==> src/rtl/i2r_pkg.sv <==
// Package for the integer-to-Roman encoder: codes, control words and the microprogram.
`default_nettype none
package i2r_pkg;

	localparam int unsigned VALUE_W  = 12;
	localparam int unsigned LETTER_W = 7;
	localparam int unsigned PC_W     = 5;

	localparam logic [VALUE_W-1:0] MAX_VALUE = 12'd3999;

	localparam logic [LETTER_W-1:0] CH_NONE = 7'h00;
	localparam logic [LETTER_W-1:0] CH_I    = 7'h49;
	localparam logic [LETTER_W-1:0] CH_V    = 7'h56;
	localparam logic [LETTER_W-1:0] CH_X    = 7'h58;
	localparam logic [LETTER_W-1:0] CH_L    = 7'h4C;
	localparam logic [LETTER_W-1:0] CH_C    = 7'h43;
	localparam logic [LETTER_W-1:0] CH_D    = 7'h44;
	localparam logic [LETTER_W-1:0] CH_M    = 7'h4D;

	typedef logic [PC_W-1:0]     pc_t;
	typedef logic [VALUE_W-1:0]  value_t;
	typedef logic [LETTER_W-1:0] letter_t;

	// RANGE: flag a bad value; TEST: emit and subtract if remainder >= k (repeating for M, C, X, I);
	// HEAD: first letter of a subtractive pair; TAIL: second letter, subtract k.
	typedef enum logic [1:0] {
		OP_RANGE,
		OP_TEST,
		OP_HEAD,
		OP_TAIL
	} op_t;

	typedef struct packed {
		op_t     op;
		value_t  kval;
		letter_t letter;
		pc_t     jt;
		pc_t     jf;
	} uword_t;

	// Sequencer to datapath.
	typedef struct packed {
		logic    load;
		logic    fire;
		logic    sub;
		value_t  kval;
		letter_t letter;
		logic    last;
		logic    oor;
	} ctrl_t;

	// Datapath to sequencer.
	typedef struct packed {
		logic ge;
		logic eq;
		logic oor;
		logic out_free;
	} stat_t;

	function automatic uword_t i2r_ucode(input pc_t pc);
		uword_t w;
		unique case (pc)
			5'd0:    w = '{OP_RANGE, 12'd0,    CH_NONE, 5'd0,  5'd1};
			5'd1:    w = '{OP_TEST,  12'd1000, CH_M,    5'd1,  5'd2};
			5'd2:    w = '{OP_HEAD,  12'd900,  CH_C,    5'd3,  5'd4};
			5'd3:    w = '{OP_TAIL,  12'd900,  CH_M,    5'd8,  5'd8};
			5'd4:    w = '{OP_TEST,  12'd500,  CH_D,    5'd7,  5'd5};
			5'd5:    w = '{OP_HEAD,  12'd400,  CH_C,    5'd6,  5'd7};
			5'd6:    w = '{OP_TAIL,  12'd400,  CH_D,    5'd8,  5'd8};
			5'd7:    w = '{OP_TEST,  12'd100,  CH_C,    5'd7,  5'd8};
			5'd8:    w = '{OP_HEAD,  12'd90,   CH_X,    5'd9,  5'd10};
			5'd9:    w = '{OP_TAIL,  12'd90,   CH_C,    5'd14, 5'd14};
			5'd10:   w = '{OP_TEST,  12'd50,   CH_L,    5'd13, 5'd11};
			5'd11:   w = '{OP_HEAD,  12'd40,   CH_X,    5'd12, 5'd13};
			5'd12:   w = '{OP_TAIL,  12'd40,   CH_L,    5'd14, 5'd14};
			5'd13:   w = '{OP_TEST,  12'd10,   CH_X,    5'd13, 5'd14};
			5'd14:   w = '{OP_HEAD,  12'd9,    CH_I,    5'd15, 5'd16};
			5'd15:   w = '{OP_TAIL,  12'd9,    CH_X,    5'd16, 5'd16};
			5'd16:   w = '{OP_TEST,  12'd5,    CH_V,    5'd18, 5'd17};
			5'd17:   w = '{OP_HEAD,  12'd4,    CH_I,    5'd19, 5'd18};
			5'd18:   w = '{OP_TEST,  12'd1,    CH_I,    5'd18, 5'd18};
			5'd19:   w = '{OP_TAIL,  12'd4,    CH_V,    5'd18, 5'd18};
			default: w = '{OP_RANGE, 12'd0,    CH_NONE, 5'd0,  5'd0};
		endcase
		return w;
	endfunction

endpackage
`default_nettype wire

==> src/rtl/i2r_seq.sv <==
// Microprogram sequencer: step counter, control ROM and branch logic.
`default_nettype none
module i2r_seq
	import i2r_pkg::*;
(
	input  wire        clk,
	input  wire        arst_n,
	input  wire        in_valid,
	output logic       in_ready,
	input  wire stat_t stat,
	output ctrl_t      ctrl
);

	logic   busy_q;
	pc_t    pc_q;
	uword_t uw;
	logic   taken;
	logic   lst;
	logic   do_sub;
	logic   emit;
	logic   stall;

	assign in_ready = !busy_q;

	always_comb begin
		uw = i2r_ucode(pc_q);
		unique case (uw.op)
			OP_RANGE: begin
				taken  = stat.oor;
				lst    = 1'b1;
				do_sub = 1'b0;
			end
			OP_TEST: begin
				taken  = stat.ge;
				lst    = stat.eq;
				do_sub = 1'b1;
			end
			OP_HEAD: begin
				taken  = stat.ge;
				lst    = 1'b0;
				do_sub = 1'b0;
			end
			OP_TAIL: begin
				taken  = 1'b1;
				lst    = stat.eq;
				do_sub = 1'b1;
			end
			default: begin
				taken  = 1'b0;
				lst    = 1'b0;
				do_sub = 1'b0;
			end
		endcase
		emit        = busy_q & taken;
		stall       = emit & !stat.out_free;
		ctrl.load   = in_valid & !busy_q;
		ctrl.fire   = emit & stat.out_free;
		ctrl.sub    = emit & stat.out_free & do_sub;
		ctrl.kval   = uw.kval;
		ctrl.letter = uw.letter;
		ctrl.last   = lst;
		ctrl.oor    = (uw.op == OP_RANGE);
	end

	always_ff @(posedge clk or negedge arst_n) begin
		if (!arst_n) begin
			busy_q <= 1'b0;
			pc_q   <= '0;
		end else if (ctrl.load) begin
			busy_q <= 1'b1;
			pc_q   <= '0;
		end else if (busy_q && !stall) begin
			pc_q <= taken ? uw.jt : uw.jf;
			// drop busy once the final letter transfers into the output register
			if (ctrl.fire && lst) begin
				busy_q <= 1'b0;
			end
		end
	end

endmodule
`default_nettype wire

==> src/rtl/i2r_dpath.sv <==
// Datapath: remainder register, compare against the step constant, output register.
`default_nettype none
module i2r_dpath
	import i2r_pkg::*;
(
	input  wire            clk,
	input  wire            arst_n,
	input  wire  [11:0]    value,
	input  wire  ctrl_t    ctrl,
	output stat_t          stat,
	output logic           out_valid,
	input  wire            out_ready,
	output logic [6:0]     letter,
	output logic           last,
	output logic           out_of_range
);

	value_t  rem_q;
	logic    out_valid_q;
	letter_t letter_q;
	logic    last_q;
	logic    oor_q;

	assign stat.ge       = (rem_q >= ctrl.kval);
	assign stat.eq       = (rem_q == ctrl.kval);
	assign stat.oor      = (rem_q == '0) || (rem_q > MAX_VALUE);
	assign stat.out_free = !out_valid_q || out_ready;

	always_ff @(posedge clk) begin
		if (ctrl.load) begin
			rem_q <= value;
		end else if (ctrl.sub) begin
			rem_q <= rem_q - ctrl.kval;
		end
		if (ctrl.fire) begin
			letter_q <= ctrl.letter;
			last_q   <= ctrl.last;
			oor_q    <= ctrl.oor;
		end
	end

	always_ff @(posedge clk or negedge arst_n) begin
		if (!arst_n) begin
			out_valid_q <= 1'b0;
		end else if (ctrl.fire) begin
			out_valid_q <= 1'b1;
		end else if (out_ready) begin
			out_valid_q <= 1'b0;
		end
	end

	assign out_valid    = out_valid_q;
	assign letter       = letter_q;
	assign last         = last_q;
	assign out_of_range = oor_q;

endmodule
`default_nettype wire

==> src/rtl/integer_to_roman_encoder_core.sv <==
// Top level of the integer-to-Roman encoder.
// Converts one 12-bit value to its Roman numeral, one ASCII letter per output
// transfer, most significant first, with last on the final letter. A value of
// 0 or above 3999 gives a single transfer with letter 0, last and out_of_range.
// A microprogram of 20 control words walks the greedy pattern table (M, CM, D,
// CD, C, ... IV, I), one word per cycle, but a word that emits a letter waits
// while the output register holds an untaken letter: each letter uses one
// word and each pattern test that does not match uses one more. The next
// value is taken once the final letter sits in the output register, while
// that letter still waits.
`default_nettype none
module integer_to_roman_encoder_core
	import i2r_pkg::*;
(
	input  wire        clk,
	input  wire        arst_n,
	input  wire        in_valid,
	output logic       in_ready,
	input  wire [11:0] value,
	output logic       out_valid,
	input  wire        out_ready,
	output logic [6:0] letter,
	output logic       last,
	output logic       out_of_range
);

	ctrl_t ctrl;
	stat_t stat;

	i2r_seq u_seq (
		.clk      (clk),
		.arst_n   (arst_n),
		.in_valid (in_valid),
		.in_ready (in_ready),
		.stat     (stat),
		.ctrl     (ctrl)
	);

	i2r_dpath u_dpath (
		.clk          (clk),
		.arst_n       (arst_n),
		.value        (value),
		.ctrl         (ctrl),
		.stat         (stat),
		.out_valid    (out_valid),
		.out_ready    (out_ready),
		.letter       (letter),
		.last         (last),
		.out_of_range (out_of_range)
	);

endmodule
`default_nettype wire

==> config.mk <==
export PLATFORM = sky130hd
export DESIGN_NAME = integer_to_roman_encoder_core
export DESIGN_NICKNAME = d
export VERILOG_FILES = /design/src/rtl/i2r_pkg.sv /design/src/rtl/i2r_seq.sv /design/src/rtl/i2r_dpath.sv /design/src/rtl/integer_to_roman_encoder_core.sv
export SDC_FILE = /design/constraint.sdc
export NUM_CORES = 1
export LEC_CHECK = 0
export ABC_CLOCK_PERIOD_IN_PS = 4400
export BUFFER_PORTS_ARGS = -buffer_cell sky130_fd_sc_hd__buf_2
export CORE_MARGIN = 2
export CORE_UTILIZATION = 60
export CTS_CLUSTER_DIAMETER = 200
export DETAILED_ROUTE_END_ITERATION = 10
export PLACE_DENSITY_LB_ADDON = 0.12
export SKIP_LAST_GASP = 1
export SYNTH_ARGS = -nofsm -noshare
export SYNTH_HDL_FRONTEND = slang
export SYNTH_SLANG_ARGS = --single-unit
==> constraint.sdc <==
create_clock -name clk -period 4.4 [get_ports clk]
set_input_delay 0.88 -clock clk [delete_from_list [all_inputs] [get_ports clk]]
set_output_delay 0.88 -clock clk [all_outputs]
set_load 0.02 [all_outputs]
==> reports/summary.txt, run 1 <==
cts hold-fix bufs -> 0
die area -> 4710 um^2
row cnt -> 23
Synthesized Nets -> 333
Vias -> 2345
Worst-Skew Late Latency -> 0.28 ns
commonest non-fill, non-tap cell in the layout -> nand2_1
pin count of the biggest net entering global routing -> 39
Die Span X -> 68.6 um
sequential area share after synthesis -> 31.0%
worst r2r src -> u_seq.pc_q[1]
Core ar. -> 4000 um^2
Slew headroom -> 57.1%
remaining global-route overflow -> 0
GRT Util Overall -> 28.4%
initial antenna violation count -> 0
crit path cell chain -> inv_1 > ha_1 > inv_1 > mux4_2 > nand2_1 > ha_1 > nand4_1 > a211oi_1 > o31ai_2 > a311oi_4 > and3_2 > a21o_2
CTS Buf Count -> 3
Avg WL per Cell -> 16.7 um
Die Ht -> 68.6 um
Routed WL -> 6.16 mm
Async SR Flop Fraction -> 25.9%
Setup TNS Final -> 0 ns
Max Slew Vio Count -> 0
commonest non-fill, non-tap cells in the layout -> nand2_1 (32), o21ai_0 (27), buf_2 (25)
CP endpoint kind -> flip-flop
DP HPWL -> 4.67 mm
Setup Buffers After CTS -> 0
FMAX -> 250 MHz
CTS tree -> done
slowest stage cell, crit path -> dfrtp_1
Port Buf Inserts -> 25
cell area after synthesis -> 2500 um^2
CP Launch Type -> flip-flop
endpoints failing setup -> 0
CTS H-Tree Depth -> 1
number of flops mapped to enable cells by yosys -> 20
Synth Register Bits -> 27
area delta synth->final -> 9.39%
syn_area_per_cell -> 8.49 um^2
deepest clock path buffer count -> 2
final hold violations -> 0
Slew @ Worst Pin -> 0.627 ns
io pins -> 27
Final Net Count -> 357
Ys Warns -> 0
final worst-path cycle share -> 91.0%
share of layout cells above drive strength 1 -> 15.1%
first-pass GRT wire length -> 9.94 mm
DRC violations left -> 0
ys flop type -> edfxtp_1
Fin Clk Skew -> 0.00119 ns
drt pass-1 iters -> 5
max cap viols -> 0
hold crit path type -> primary input to asynchronous set/reset pin
Crit Path Max Fanout -> 12
Initial Utilization -> 62.6%
Yosys cell types -> 55
GPL Wtd Cong -> 0.961
Iter 0 DRT Violations -> 250
cell count after synthesis -> 295
arrival time worst endpoint -> 3.97 ns
Tmin final -> 4.00 ns
clk slew on worst S/H paths -> 0.10 ns
max incr delay on CP -> 0.53 ns
CP required -> 4.37 ns
vias per std cell -> 6.37
status -> completed
Antenna diodes -> 0
Worst Path Class, Setup -> flip-flop to flip-flop
DRT antenna net count -> 0
clock root buffer -> clkbuf_8
RSZ-0062 raised after global routing -> no
Worst Setup SP -> u_seq.pc_q[1]
Num Clock Sinks -> 27
number of global-route vias before repair -> 2015
Post-CTS Resized -> 0
## path summary, 6_finish.rpt
kind,end,cells past startpoint,slack [ns]
worst max-delay path,u_dpath.rem_q[8],12,0.40
worst min-delay path,u_dpath.out_valid,1,0.42
worst max register to register,u_dpath.rem_q[8],12,0.40
worst min register to register,u_dpath.out_valid,2,0.61
max in group asynchronous,u_seq.pc_q[1],1,3.82
min in group clk,u_dpath.out_valid,2,0.61
## final cells by class
type | instances | area [um^2]
Tap cell | 50 | 62.6
Multi-Input combinational cell | 235 | 1590
Clock buffer | 4 | 45.0
Timing Repair Buffer | 35 | 200
Inverter | 17 | 63.8
Fill cell | 366 | 1260
Sequential cell | 27 | 776
## metal layers
layer	part of all wire, %	global-route usage (%)	routed length, um	up-vias
li1	-	-	-	1135
met1	47	44.2	2920	1083
met2	43	41.2	2640	116
met3	8.4	3.41	515	11
met4	1.3	7.50	82	0
met5	0	0	0	-
## sequential cells by signal (all words and copies together), names as in the netlist
| signal | count |
|---|---|
| u_dpath.last | 1 |
| u_seq.busy_q | 1 |
| u_dpath.out_of_range | 1 |
| u_seq.pc_q | 5 |
| u_dpath.rem_q | 12 |
| u_dpath.letter | 6 |
| u_dpath.out_valid | 1 |
## synthesized netlist by cell type, types with 7 or more instances
library cell / instances / share of area (%)
nand2_1: 32 / 4.8
dfrtp_1: 7 / 7.0
edfxtp_1: 20 / 24
nand2b_1: 9 / 2.2
mux2i_1: 10 / 4.0
ha_1: 21 / 10
nor2_1: 23 / 3.4
nand3_1: 7 / 1.4
inv_1: 16 / 2.4
o21ai_0: 27 / 5.4
nor3_1: 10 / 2.0
clkbuf_1: 8 / 1.2
a21oi_1: 13 / 2.6
## metrics by stage
step                      area, um^2  std cells  setup slack (ns)  hold WS (ns)  utilization [%]
after CTS                       2740        368             0.283         0.417             68.5
after global routing            2740        368             0.183         0.422             68.5
after floorplan                 2500        295             0.612         0.534                -
final                           2740        368             0.395         0.415             68.5
after global placement          2690        364             0.468         0.598             67.3
after detailed placement        2690        364             0.320         0.585             67.3
## critical path, delay by kind of cell (launching register included)
family | cells | cell delay (ns)
adder cells (fa/ha/maj) | 2 | 0.66
AO/OA/AOI/OAI | 4 | 1.14
AND/OR/NAND/NOR | 3 | 0.61
buffers and inverters | 2 | 0.30
flip-flops | 1 | 0.53
multiplexers | 1 | 0.46
## logic make-up (layout without fill, tap and decap cells)
group | count (synthesis) | after routing | synth area share (%)
other cells | 1 | 1 | 0.150
buf+inv | 33 | 56 | 5.49
xor+xnor | 6 | 6 | 2.10
simple gates | 108 | 108 | 20.8
compound gates | 85 | 85 | 23.0
mux | 13 | 13 | 6.24
fa+ha+maj | 22 | 22 | 11.3
flops | 27 | 27 | 31.0
Power of run 1 is left out: the tool's default activity adds up to more than one toggle a clock period on the data nets, which glitch-free logic cannot reach.
==> inputs of run 2 (changes only) <==
--- a/config.mk
+++ b/config.mk
@@ -5,7 +5,7 @@
 export SDC_FILE = /design/constraint.sdc
 export NUM_CORES = 1
 export LEC_CHECK = 0
-export ABC_CLOCK_PERIOD_IN_PS = 4400
+export ABC_CLOCK_PERIOD_IN_PS = 4700
 export BUFFER_PORTS_ARGS = -buffer_cell sky130_fd_sc_hd__buf_2
 export CORE_MARGIN = 2
 export CORE_UTILIZATION = 60
==> constraint.sdc (replaced) <==
create_clock -name clk -period 4.7 [get_ports clk]
set_input_delay 0.94 -clock clk [delete_from_list [all_inputs] [get_ports clk]]
set_output_delay 0.94 -clock clk [all_outputs]
set_load 0.02 [all_outputs]
==> reports/summary.txt, run 2 (synthesis gave the netlist of run 1 again) <==
DRC violations left -> 0 (unchanged)
deepest clock path buffer count -> 2 (unchanged)
Num Clock Sinks -> 27 (unchanged)
remaining global-route overflow -> 0 (unchanged)
drt pass-1 iters -> 5 (unchanged)
max incr delay on CP -> 0.55 ns (was 0.53 ns)
CP Launch Type -> flip-flop (unchanged)
clock root buffer -> clkbuf_8 (unchanged)
Crit Path Max Fanout -> 12 (unchanged)
cts hold-fix bufs -> 0 (unchanged)
max cap viols -> 0 (unchanged)
Slew headroom -> 60.9% (was 57.1%)
CTS H-Tree Depth -> 1 (unchanged)
endpoints failing setup -> 0 (unchanged)
Avg WL per Cell -> 16.7 um (about the same)
DRT antenna net count -> 0 (unchanged)
worst r2r src -> u_seq.pc_q[1] (unchanged)
Post-CTS Resized -> 0 (unchanged)
pin count of the biggest net entering global routing -> 30 (was 39)
Max Slew Vio Count -> 0 (unchanged)
commonest non-fill, non-tap cells in the layout -> nand2_1 (32), o21ai_0 (27), buf_2 (25) (unchanged)
Core ar. -> 4000 um^2 (unchanged)
initial antenna violation count -> 0 (unchanged)
Fin Clk Skew -> 0.00504 ns (was 0.00119 ns)
Port Buf Inserts -> 25 (unchanged)
GPL Wtd Cong -> 1.00 (was 0.961)
Final Net Count -> 354 (was 357)
slowest stage cell, crit path -> dfrtp_1 (unchanged)
DP HPWL -> 4.71 mm (was 4.67 mm)
CP endpoint kind -> flip-flop (unchanged)
Initial Utilization -> 62.6% (unchanged)
row cnt -> 23 (unchanged)
number of global-route vias before repair -> 2009 (was 2015)
Vias -> 2318 (was 2345)
Setup TNS Final -> 0 ns (unchanged)
arrival time worst endpoint -> 4.11 ns (was 3.97 ns)
final worst-path cycle share -> 88.8% (was 91.0%)
Die Ht -> 68.6 um (unchanged)
first-pass GRT wire length -> 9.87 mm (was 9.94 mm)
crit path cell chain -> inv_1 > ha_1 > inv_1 > mux4_2 > nand2_1 > ha_1 > nand4_1 > a211oi_1 > o31ai_2 > a311oi_4 > and3_2 > a21o_1 (was inv_1 > ha_1 > inv_1 > mux4_2 > nand2_1 > ha_1 > nand4_1 > a211oi_1 > o31ai_2 > a311oi_4 > and3_2 > a21o_2)
die area -> 4710 um^2 (unchanged)
CTS tree -> done (unchanged)
Routed WL -> 6.11 mm (was 6.16 mm)
Iter 0 DRT Violations -> 299 (was 250)
FMAX -> 240 MHz (was 250 MHz)
clk slew on worst S/H paths -> 0.10 ns (about the same)
RSZ-0062 raised after global routing -> no (unchanged)
Slew @ Worst Pin -> 0.572 ns (was 0.627 ns)
status -> completed (unchanged)
io pins -> 27 (unchanged)
Reg with most FFs -> u_dpath.rem_q (unchanged)
Worst-Skew Late Latency -> 0.28 ns (about the same)
Die Span X -> 68.6 um (unchanged)
share of layout cells above drive strength 1 -> 14.0% (was 15.1%)
CTS Buf Count -> 3 (unchanged)
Antenna diodes -> 0 (unchanged)
hold crit path type -> primary input to asynchronous set/reset pin (unchanged)
Setup Buffers After CTS -> 0 (unchanged)
commonest non-fill, non-tap cell in the layout -> nand2_1 (unchanged)
GRT Util Overall -> 27.8% (was 28.4%)
Worst Path Class, Setup -> flip-flop to flip-flop (unchanged)
Largest register FFs -> 12 (unchanged)
Tmin final -> 4.17 ns (was 4.00 ns)
Worst Setup SP -> u_seq.pc_q[1] (unchanged)
final hold violations -> 0 (unchanged)
area delta synth->final -> 8.44% (was 9.39%)
CP required -> 4.63 ns (was 4.37 ns)
vias per std cell -> 6.35 (was 6.37)
-- run 2: layout make-up --
class / instances / area [um^2]
fill: 345 / 1280
tap: 50 / 62.6
sequential: 27 / 776
inverter: 17 / 63.8
clock buffer: 4 / 45.0
timing repair buffer: 32 / 178
multi-input combinational: 235 / 1590
-- run 2: critical path: cells and delay by family (launching register included) --
kind	cells	cell delay (ns)
AOI/OAI and AO/OA	4	1.24
adders and majority gates	2	0.67
buffers and inverters	2	0.31
DFF	1	0.55
muxes	1	0.45
and+or+nand+nor	3	0.59
-- run 2: worst paths after layout --
check                                     to  slack [ns]  cells after the start
min in group clk           u_dpath.out_valid        0.62                      2
max                         u_dpath.rem_q[7]        0.53                     12
min reg2reg                u_dpath.out_valid        0.62                      2
min                            u_seq.pc_q[4]        0.48                      1
max reg2reg                 u_dpath.rem_q[7]        0.53                     12
max in group asynchronous      u_seq.pc_q[1]        4.07                      1
-- run 2: per-layer routing --
layer  routed length [um]  share of wire (%)  track usage, %
met5                    0                  0               0
met4                   82                1.3            6.50
met3                  470                7.7            2.76
met2                 2670                 44            42.4
met1                 2880                 47            42.1
-- run 2: per-stage QoR --
stage | utilization, % | hold slack [ns] | cells | setup WS, ns | cell area (um^2)
2_1_floorplan | - | 0.534 | 295 | 0.912 | 2500
3_3_place_gp | 66.8 | 0.581 | 361 | 0.767 | 2670
3_5_place_dp | 66.8 | 0.584 | 361 | 0.573 | 2670
4_1_cts | 67.9 | 0.483 | 365 | 0.539 | 2720
5_1_grt | 67.9 | 0.488 | 365 | 0.270 | 2720
6_report | 67.9 | 0.477 | 365 | 0.526 | 2720
Power of run 2 is left out for the same reason.
==> inputs of run 3 (changes only) <==
--- a/config.mk
+++ b/config.mk
@@ -12,6 +12,7 @@
 export CTS_CLUSTER_DIAMETER = 200
 export DETAILED_ROUTE_END_ITERATION = 10
 export PLACE_DENSITY_LB_ADDON = 0.12
+export REMOVE_ABC_BUFFERS = 1
 export SKIP_LAST_GASP = 1
 export SYNTH_ARGS = -nofsm -noshare
 export SYNTH_HDL_FRONTEND = slang
==> reports/summary.txt, run 3 (synthesis gave the netlist of run 1 again) <==
status -> completed (unchanged)
hold crit path type -> primary input to asynchronous set/reset pin (unchanged)
initial antenna violation count -> 0 (unchanged)
io pins -> 27 (unchanged)
DP HPWL -> 4.65 mm (was 4.71 mm)
GPL Wtd Cong -> 0.944 (was 1.00)
drt pass-1 iters -> 5 (unchanged)
Hold WS -> 0.477 ns (about the same)
Worst Setup SP -> u_seq.pc_q[0] (was u_seq.pc_q[1])
Post-CTS Resized -> 0 (unchanged)
clk slew on worst S/H paths -> 0.10 ns (about the same)
Slew @ Worst Pin -> 0.683 ns (was 0.572 ns)
max layer used -> met4 (unchanged)
pin count of the biggest net entering global routing -> 24 (was 30)
remaining global-route overflow -> 0 (unchanged)
deepest clock path buffer count -> 2 (unchanged)
Largest register FFs -> 12 (unchanged)
first-pass GRT wire length -> 10.4 mm (was 9.87 mm)
endpoints failing setup -> 0 (unchanged)
Routed WL -> 6.22 mm (was 6.11 mm)
CTS H-Tree Depth -> 1 (unchanged)
Die Span X -> 68.6 um (unchanged)
Max Slew Vio Count -> 0 (unchanged)
Met2 Routed Length -> 2.74 mm (was 2.67 mm)
fin worst setup slack -> 0.418 ns (was 0.526 ns)
CTS Buf Count -> 3 (unchanged)
Worst-Skew Late Latency -> 0.28 ns (about the same)
Port Buf Inserts -> 25 (unchanged)
Reg with most FFs -> u_dpath.rem_q (unchanged)
Crit Path Max Fanout -> 12 (unchanged)
Core ar. -> 4000 um^2 (unchanged)
Worst Path Class, Setup -> flip-flop to flip-flop (unchanged)
CTS tree -> done (unchanged)
RSZ-0062 raised after global routing -> no (unchanged)
row cnt -> 23 (unchanged)
Die Ht -> 68.6 um (unchanged)
CP endpoint kind -> flip-flop (unchanged)
area delta synth->final -> 8.49% (was 8.44%)
DRT antenna net count -> 0 (unchanged)
Fin Clk Skew -> 0.00217 ns (was 0.00504 ns)
Slew headroom -> 53.3% (was 60.9%)
Place WS -> 0.558 ns (was 0.573 ns)
CP required -> 4.63 ns (about the same)
FMAX -> 234 MHz (was 240 MHz)
final hold violations -> 0 (unchanged)
max cap viols -> 0 (unchanged)
DRC violations left -> 0 (unchanged)
die area -> 4710 um^2 (unchanged)
final worst-path cycle share -> 91.1% (was 88.8%)
cts hold-fix bufs -> 0 (unchanged)
number of global-route vias before repair -> 2132 (was 2009)
clock root buffer -> clkbuf_8 (unchanged)
Antenna diodes -> 0 (unchanged)
Vias -> 2320 (was 2318)
GRT Util Overall -> 29.6% (was 27.8%)
Iter 0 DRT Violations -> 264 (was 299)
Final Net Count -> 354 (unchanged)
Num Clock Sinks -> 27 (unchanged)
vias per std cell -> 6.36 (was 6.35)
share of layout cells above drive strength 1 -> 14.3% (was 14.0%)
arrival time worst endpoint -> 4.21 ns (was 4.11 ns)
worst r2r src -> u_seq.pc_q[0] (was u_seq.pc_q[1])
commonest non-fill, non-tap cells in the layout -> nand2_1 (32), o21ai_0 (27), buf_2 (25) (unchanged)
met3 WL post-DR -> 567 um (was 470 um)
DRT met1 WL -> 2.81 mm (was 2.88 mm)
CP Launch Type -> flip-flop (unchanged)
commonest non-fill, non-tap cell in the layout -> nand2_1 (unchanged)
Setup TNS Final -> 0 ns (unchanged)
Avg WL per Cell -> 17.0 um (was 16.7 um)
Setup Buffers After CTS -> 0 (unchanged)
Tmin final -> 4.28 ns (was 4.17 ns)
Initial Utilization -> 62.6% (unchanged)
-- run 3: cell types whose count changed in the layout (fill, tap and decap cells not counted), sizes merged --
| cell | previous run | this run |
|---|---|---|
| clkinv | 1 | 2 |
| clkbuf | 4 | 3 |
-- run 3: worst max-delay path, stage by stage (launching register included) --
cell	delay, ns
dfrtp_1	0.63
inv_1	0.21
ha_1	0.43
inv_1	0.09
mux4_2	0.46
nand2_1	0.11
ha_1	0.24
nand4_1	0.13
a211oi_1	0.31
o31ai_2	0.18
a311oi_4	0.24
and3_2	0.36
a21o_1	0.53
-- run 3: final cells by class --
cell class / count / area, um^2
Multi-Input combinational cell: 235 / 1590
Fill cell: 337 / 1280
Sequential cell: 27 / 776
Timing Repair Buffer: 32 / 178
Inverter: 17 / 63.8
Tap cell: 50 / 62.6
Clock buffer: 3 / 41.3
Clock inverter: 1 / 5.00
-- run 3: stage by stage --
step	cell area, um^2	std cells	utilization (%)
CTS	2720	365	67.9
floorplan	2430	279	-
finish	2720	365	67.9
global placement	2670	361	66.8
global route	2720	365	67.9
detailed placement	2670	361	66.8
-- run 3: worst paths after layout --
check	cells after the start	to	slack, ns
max reg2reg	12	u_dpath.rem_q[4]	0.42
min	1	u_dpath.out_valid	0.48
max in group asynchronous	1	u_seq.busy_q	4.06
min reg2reg	2	u_seq.pc_q[3]	0.56
max	12	u_dpath.rem_q[4]	0.42
min in group clk	2	u_seq.pc_q[3]	0.56
-- run 3: metal layers --
| layer | GRT usage (%) | vias to the layer above |
|---|---|---|
| met5 | 0 | - |
| li1 | - | 1129 |
| met4 | 8.50 | 0 |
| met1 | 43.9 | 1052 |
| met2 | 43.8 | 125 |
| met3 | 5.36 | 14 |
Power of run 3 is left out for the same reason.
